File: config.mk
export PLATFORM = sky130hd
export DESIGN_NAME = fca_ctrl
export DESIGN_NICKNAME = d
export VERILOG_FILES = /design/src/hw/rtl/factor_crossproduct_accumulator_assert.svh /design/src/hw/rtl/fca_pkg.sv /design/src/hw/rtl/fca_ctrl.sv
export SDC_FILE = /design/constraint.sdc
export NUM_CORES = 1
export LEC_CHECK = 0
export ABC_AREA = 1
export BUFFER_PORTS_ARGS = -buffer_cell sky130_fd_sc_hd__buf_2
export CAP_MARGIN = 20
export CORE_AREA = 2 2 39 41
export CTS_CLUSTER_DIAMETER = 60
export DETAILED_ROUTE_END_ITERATION = 16
export DIE_AREA = 0 0 41 43
export SYNTH_ARGS = -nofsm -noshare
export SYNTH_HDL_FRONTEND = slang
export SYNTH_SLANG_ARGS = --single-unit
File: constraint.sdc
create_clock -name clk -period 1.1 [get_ports clk]
set_input_delay 0.22 -clock clk [delete_from_list [all_inputs] [get_ports clk]]
set_output_delay 0.22 -clock clk [all_outputs]
set_load 0.01 [all_outputs]
File: src/hw/rtl/factor_crossproduct_accumulator_assert.svh
// assertion macros for the cross-product accumulator
`ifndef FACTOR_CROSSPRODUCT_ACCUMULATOR_ASSERT_SVH
`define FACTOR_CROSSPRODUCT_ACCUMULATOR_ASSERT_SVH
// implication checked at every edge outside reset
`define FCA_ASSERT_IMP(label, clk, rst, ante, cons, msg) \
  label: assert property (@(posedge clk) disable iff (rst) (ante) |-> (cons)) else $error(msg);
// next-cycle implication checked outside reset
`define FCA_ASSERT_NEXT(label, clk, rst, ante, cons, msg) \
  label: assert property (@(posedge clk) disable iff (rst) (ante) |=> (cons)) else $error(msg);
`endif

File: src/hw/rtl/fca_pkg.sv
// shared types and constants of the cross-product accumulator
`default_nettype none
package fca_pkg;
  localparam int MAX_MATRIX = 64;
  localparam int MAP_DEPTH = 1024;
  localparam int MAX_LEVEL_DIMS = 2;
  localparam int STORE_DEPTH = MAX_MATRIX * MAX_MATRIX;
  localparam int SA_W = $clog2(STORE_DEPTH);
  localparam int MA_W = $clog2(MAP_DEPTH);

  localparam logic [2:0] ACT_ACC = 3'd0;
  localparam logic [2:0] ACT_ROWMAP = 3'd1;
  localparam logic [2:0] ACT_COLMAP = 3'd2;
  localparam logic [2:0] ACT_READ = 3'd3;
  localparam logic [2:0] ACT_WRITE = 3'd4;

  localparam logic [2:0] ST_DONE = 3'd0;
  localparam logic [2:0] ST_MISSING = 3'd1;
  localparam logic [2:0] ST_NOEST = 3'd2;
  localparam logic [2:0] ST_BADMODE = 3'd3;
  localparam logic [2:0] ST_RANGE = 3'd4;
  localparam logic [2:0] ST_SAT = 3'd5;

  localparam logic [2:0] REG_MODE = 3'd0;
  localparam logic [2:0] REG_ROW_DIMS = 3'd1;
  localparam logic [2:0] REG_COL_DIMS = 3'd2;
  localparam logic [2:0] REG_ROW_STRIDE = 3'd3;
  localparam logic [2:0] REG_COL_STRIDE = 3'd4;
  localparam logic [2:0] REG_ROW_OFFSET = 3'd5;
  localparam logic [2:0] REG_COL_OFFSET = 3'd6;
  localparam logic [2:0] REG_MATRIX_SIZE = 3'd7;

  localparam logic signed [47:0] QMAX = 48'sh7FFF_FFFF_FFFF;
  localparam logic signed [47:0] QMIN = 48'sh8000_0000_0000;
  localparam logic signed [47:0] ONE_Q = 48'sd65536;

  // controller to datapath
  typedef struct packed {
    logic capture;   // latch input item, start map reads
    logic check;     // evaluate lookups, start store read
    logic mul;       // run one multiply step
    logic [1:0] mul_sel;  // 0 weight, 1 row cov, 2 col cov
    logic sum;       // add product to store entry
    logic commit;    // write store and load result
    logic clr_step;  // clearing pass write
  } fca_cmd_t;

  // datapath to controller
  typedef struct packed {
    logic is_acc;      // item is a valid accumulate
    logic [2:0] mode;
    logic clr_last;
  } fca_stat_t;
endpackage
`default_nettype wire

File: src/hw/rtl/fca_ctrl.sv
// controller state machine of the cross-product accumulator
`default_nettype none
module fca_ctrl (
  input  wire logic clk,
  input  wire logic rst,
  input  wire logic in_valid,
  output logic in_ready,
  output logic out_valid,
  input  wire logic out_ready,
  input  wire fca_pkg::fca_stat_t stat,
  output fca_pkg::fca_cmd_t cmd
);
  import fca_pkg::*;

  typedef enum logic [3:0] {
    S_CLEAR, S_IDLE, S_LOOK, S_CHECK, S_MUL0, S_MUL1, S_MUL2, S_SUM, S_COMMIT
  } state_t;
  state_t state, state_next;

  assign in_ready = (state == S_IDLE);

  always_comb begin
    cmd = '0;
    state_next = state;
    unique case (state)
      S_CLEAR: begin
        cmd.clr_step = 1'b1;
        if (stat.clr_last) state_next = S_IDLE;
      end
      S_IDLE: begin
        if (in_valid && in_ready) begin
          cmd.capture = 1'b1;
          state_next = S_LOOK;
        end
      end
      // map entries are read at the end of this cycle
      S_LOOK: state_next = S_CHECK;
      S_CHECK: begin
        cmd.check = 1'b1;
        state_next = S_MUL0;
      end
      S_MUL0: begin
        cmd.mul = stat.is_acc && stat.mode[0];
        cmd.mul_sel = 2'd0;
        state_next = stat.is_acc ? S_MUL1 : S_COMMIT;
      end
      S_MUL1: begin
        cmd.mul = stat.mode[1];
        cmd.mul_sel = 2'd1;
        state_next = S_MUL2;
      end
      S_MUL2: begin
        cmd.mul = stat.mode[2];
        cmd.mul_sel = 2'd2;
        state_next = S_SUM;
      end
      S_SUM: begin
        cmd.sum = 1'b1;
        state_next = S_COMMIT;
      end
      S_COMMIT: begin
        // wait here while the previous result is still stalled
        if (!out_valid || out_ready) begin
          cmd.commit = 1'b1;
          state_next = S_IDLE;
        end
      end
      default: state_next = S_IDLE;
    endcase
  end

  always_ff @(posedge clk) begin
    if (rst) begin
      state <= S_CLEAR;
      out_valid <= 1'b0;
    end else begin
      state <= state_next;
      if (cmd.commit) out_valid <= 1'b1;
      else if (out_ready) out_valid <= 1'b0;
    end
  end
endmodule
`default_nettype wire

==> Word level (Yosys, flattened, before mapping) <==
Index checks and enable logic that the tools add are counted.
W data, S select, Z words.
{ "op_classes": {"eq_ne": 11, "muxes": 15, "reduce_logical": 7} }
{ "op_table": {"columns": ["cell", "n"], "rows": [
  ["$pmux W4 S9", 1],
  ["$eq A4 B3 Y1 const B", 4],
  ["$mux W4", 4],
  ["$mux W1", 9],
  ["$pmux W3 S3", 1],
  ["$eq A4 B2 Y1 const B", 2],
  ["$eq A4 B1 Y1 const B", 1],
  ["$eq A4 B4 Y1 const B", 1],
  ["$logic_not A4 Y1", 1],
  ["$ne A2 B2 Y1 const B", 2],
  ["$reduce_and A3 Y1", 1],
  ["$logic_and A1 B1 Y1", 2],
  ["$ne A2 B1 Y1 const B", 1],
  ["$reduce_bool A2 Y1", 1],
  ["$logic_not A1 Y1", 1],
  ["$logic_or A1 B1 Y1", 1]
]} }
{ "word_totals": {"ff_bits": 5, "in_bits": 9, "out_inout_bits": 10, "elab_cells": 35} }

==> Depth between registers and ports, before layout <==
{ "depth": {"word_depth": 5, "mapped_depth": 6, "mapped_depth_nobuf": 6} }

==> Least setup slack after synthesis <==
Ideal clock, no wire load.
{ "synth_path": {"kind": "reg2out", "from": "register state[0]", "to": "output cmd[5] in the netlist's numbering", "t_arrival_ns": 0.922, "required_ns": 0.880, "path_slack_ns": -0.042, "path_stages_with_launch": 7, "path_buffers": 0, "cell_sequence": "dfxtp_1 -> inv_1 -> nor2_1 -> nand2_1 -> inv_1 -> nand2_1 -> nand3_1"} }
{ "synth_lines": {"columns": ["item", "line", "text"], "rows": [
  ["from (decl)", "fca_ctrl.sv:18", "state_t state, state_next;"],
  ["from (signal assigned)", "fca_ctrl.sv:77", "state <= state_next;"],
  ["to (decl)", "fca_ctrl.sv:11", "output fca_pkg::fca_cmd_t cmd"]
]} }

==> qor.yml <==
clock_sinks: 5
worst_slack_ns: -0.326
finalClockSkew_ns: 0.000285
grt_overflow_total: 0
wire_per_inst_um: 10.5
drc_errors: 0
mostFrequentLayoutCells: "buf_2 (16), nand3_1 (9), nor2_1 (7), buf_4 (7)"
p_clk_share_pct: 29.2
combPwrFrac_pct: 39.8
rsz0062_at_grt: "yes"
final_hold_viol_count: 0
antenna_found_initial: 0
crit_path_start_kind: "register"
firstDrtPassIters: 4
p_sw_w: 0.000269
violations: "setup timing"
synthCells: 60
synthAdderAreaFrac_pct: 0
vias_per_cell: 4.43
powerDensity_nw_per_um2: 1130
synth_area_leaders: "dfxtp_1 (27%), nand3_1 (15%), inv_1 (11%), nor2_1 (11%), nand2_1 (9.2%)"
dieHeight_um: 43
yosys.area_share.xor_xnor_pct: 0
syn_area_per_cell_um2: 6.09
pre_cts_ws_ns: -0.0970
grt_pass1_wl_um: 1700
dr.first_iter.drc_count: 5
vdd_ir_drop_max_v: 0.000647
die_x_um: 41
crit_type: "register to output pin"
ctsLongestPathBuffers: 2
maxSlewViolCount: 0
place_area_um2: 524
final_common_cell: "buf_2"
via_count: 470
die_area_um2: 1760
switching_share_pct: 36.2
hpwl_um: 739
hold_path.class: "primary input to register"
grt_max_degree: 7
critPathRequiredTime_ns: 0.88
synth_nets: 69
area_delta_synth_final_pct: 80.1
cts-root-buf: "clkbuf_4"
slew_headroom_pct: 86.5
max_cap_viol_count: 0
total_power_w: 0.000744
ys_ff_latch: 5
insertion_delay_ns: 0.24
finalCriticalPeriod_ns: 1.43
synth_top_family_by_area: "simple AND/OR/NAND/NOR gates"
netlist_area_um2: 365
regArea_um2: 115
clk_pin_slew_ns: 0.04
cp_max_fo: 4
p_leak_nw: 0.361
yosys.area.top_type: "dfxtp_1"
max_slew.worst_pin.slew_ns: 0.202
synth_cell_types: 12
setup_viol: 9
grt_usage_pct: 14.4
yosys_warnings: 0
synth_mux_area_share_pct: 0
outcome: "finished, violations left"
yosysSeqAreaShare_pct: 27.4
multi_input_area_um2: 279
arrival_ns: 1.21
initial_core_util_pct: 26.4
port_buffers: 18
cts_inserted_buffers: 3
coreArea_um2: 1380
cts_tree: "yes"
seq_power_share_pct: 31.0
synth_compound_area_share_pct: 1.37
fill_cells: 135
endpoint_kind: "output pin"
final_area_um2: 658
drt-total-wl_um: 1110
nets: 100
place_congestion: 0.828
max_clock_freq_mhz: 701
antenna-diode-count: 0
r2r_setup_slack_ns: 0
htreeDepth: 1
p_int_w: 0.000474
io_pins: 19
yosys.area.top_type_share_pct: 27.4
min_period_over_period_pct: 130
grt_pass1_vias: 426
ant_nets: 0
synth-simple-area-share_pct: 57.9
drive_above_1_share_pct: 61.1
rows: 14
==> registers in the layout, indices dropped and copies added (netlist names) <==
signal / count
state: 4
out_valid: 1
==> layer usage <==
| layer | vias up | global-route usage [%] | share of wire, % |
|---|---|---|---|
| met5 | - | 0 | 0 |
| met4 | 0 | 2.00 | 0.45 |
| met3 | 2 | 7.85 | 6.1 |
| met2 | 10 | 23.1 | 55 |
| met1 | 210 | 16.7 | 38 |
| li1 | 248 | - | - |
==> synthesized netlist by cell type (all sizes together) <==
master and number:
nand3b 3, dfxtp 5, nand2 9, o21ai 1, nor2 15, nand3 12
nor3 2, inv 13
==> logic make-up after synthesis <==
kind of cell,count (synthesis)
buffers and inverters,13
and+or+nand+nor,41
DFF,5
AOI/OAI and AO/OA,1
==> through the flow <==
stage               setup TNS, ns  util [%]  std cells  hold WS (ns)
floorplan                       0         -         60         0.285
global placement           -0.277      37.9        100         0.441
detailed placement         -0.252      37.9        100         0.440
CTS                         -1.96      43.9        105         0.182
global route                -2.65      47.6        106         0.200
finish                      -1.94      47.6        106         0.192
==> worst paths after layout <==
path | from | end | cells past startpoint
worst max-delay path | state[2] | cmd[5] | 7
worst min-delay path | rst | state[2] | 2
worst max register to register | state[3] | state[0] | 6
worst min register to register | out_valid | out_valid | 4
==> repair_timing <==
action	in CTS	in global routing
buffers inserted	1	1
setup endpoints to repair	11	10
gates resized for setup	19	11
hold buffers	0	0
pin swaps	5	5
==> cell type report <==
| type | count | share of cell area, % |
|---|---|---|
| well taps | 16 | 3.04 |
| repair buffers | 26 | 25.3 |
| multi-input cells | 42 | 42.4 |
| inverters | 13 | 7.79 |
| clock buffers | 4 | 3.99 |
| flip-flops and latches | 5 | 17.5 |
==> critical path, cell delays in order, from the launching register on <==
cell,delay (ns)
dfxtp_4,0.36
inv_2,0.05
nor2_4,0.14
nand3_2,0.11
inv_2,0.06
nand2_1,0.04
nand3_1,0.07
buf_2,0.12
==> power by group through the flow <==
stage / registers, W / logic (W) / clock network [W]
floorplan: 0.000219 / 0.000137 / 0
global placement: 0.000219 / 0.000252 / 0
detailed placement: 0.000220 / 0.000250 / 0
CTS: 0.000227 / 0.000277 / 0.000224
global route: 0.000232 / 0.000328 / 0.000241
finish: 0.000231 / 0.000296 / 0.000217
(Power assumes the default switching activity.)
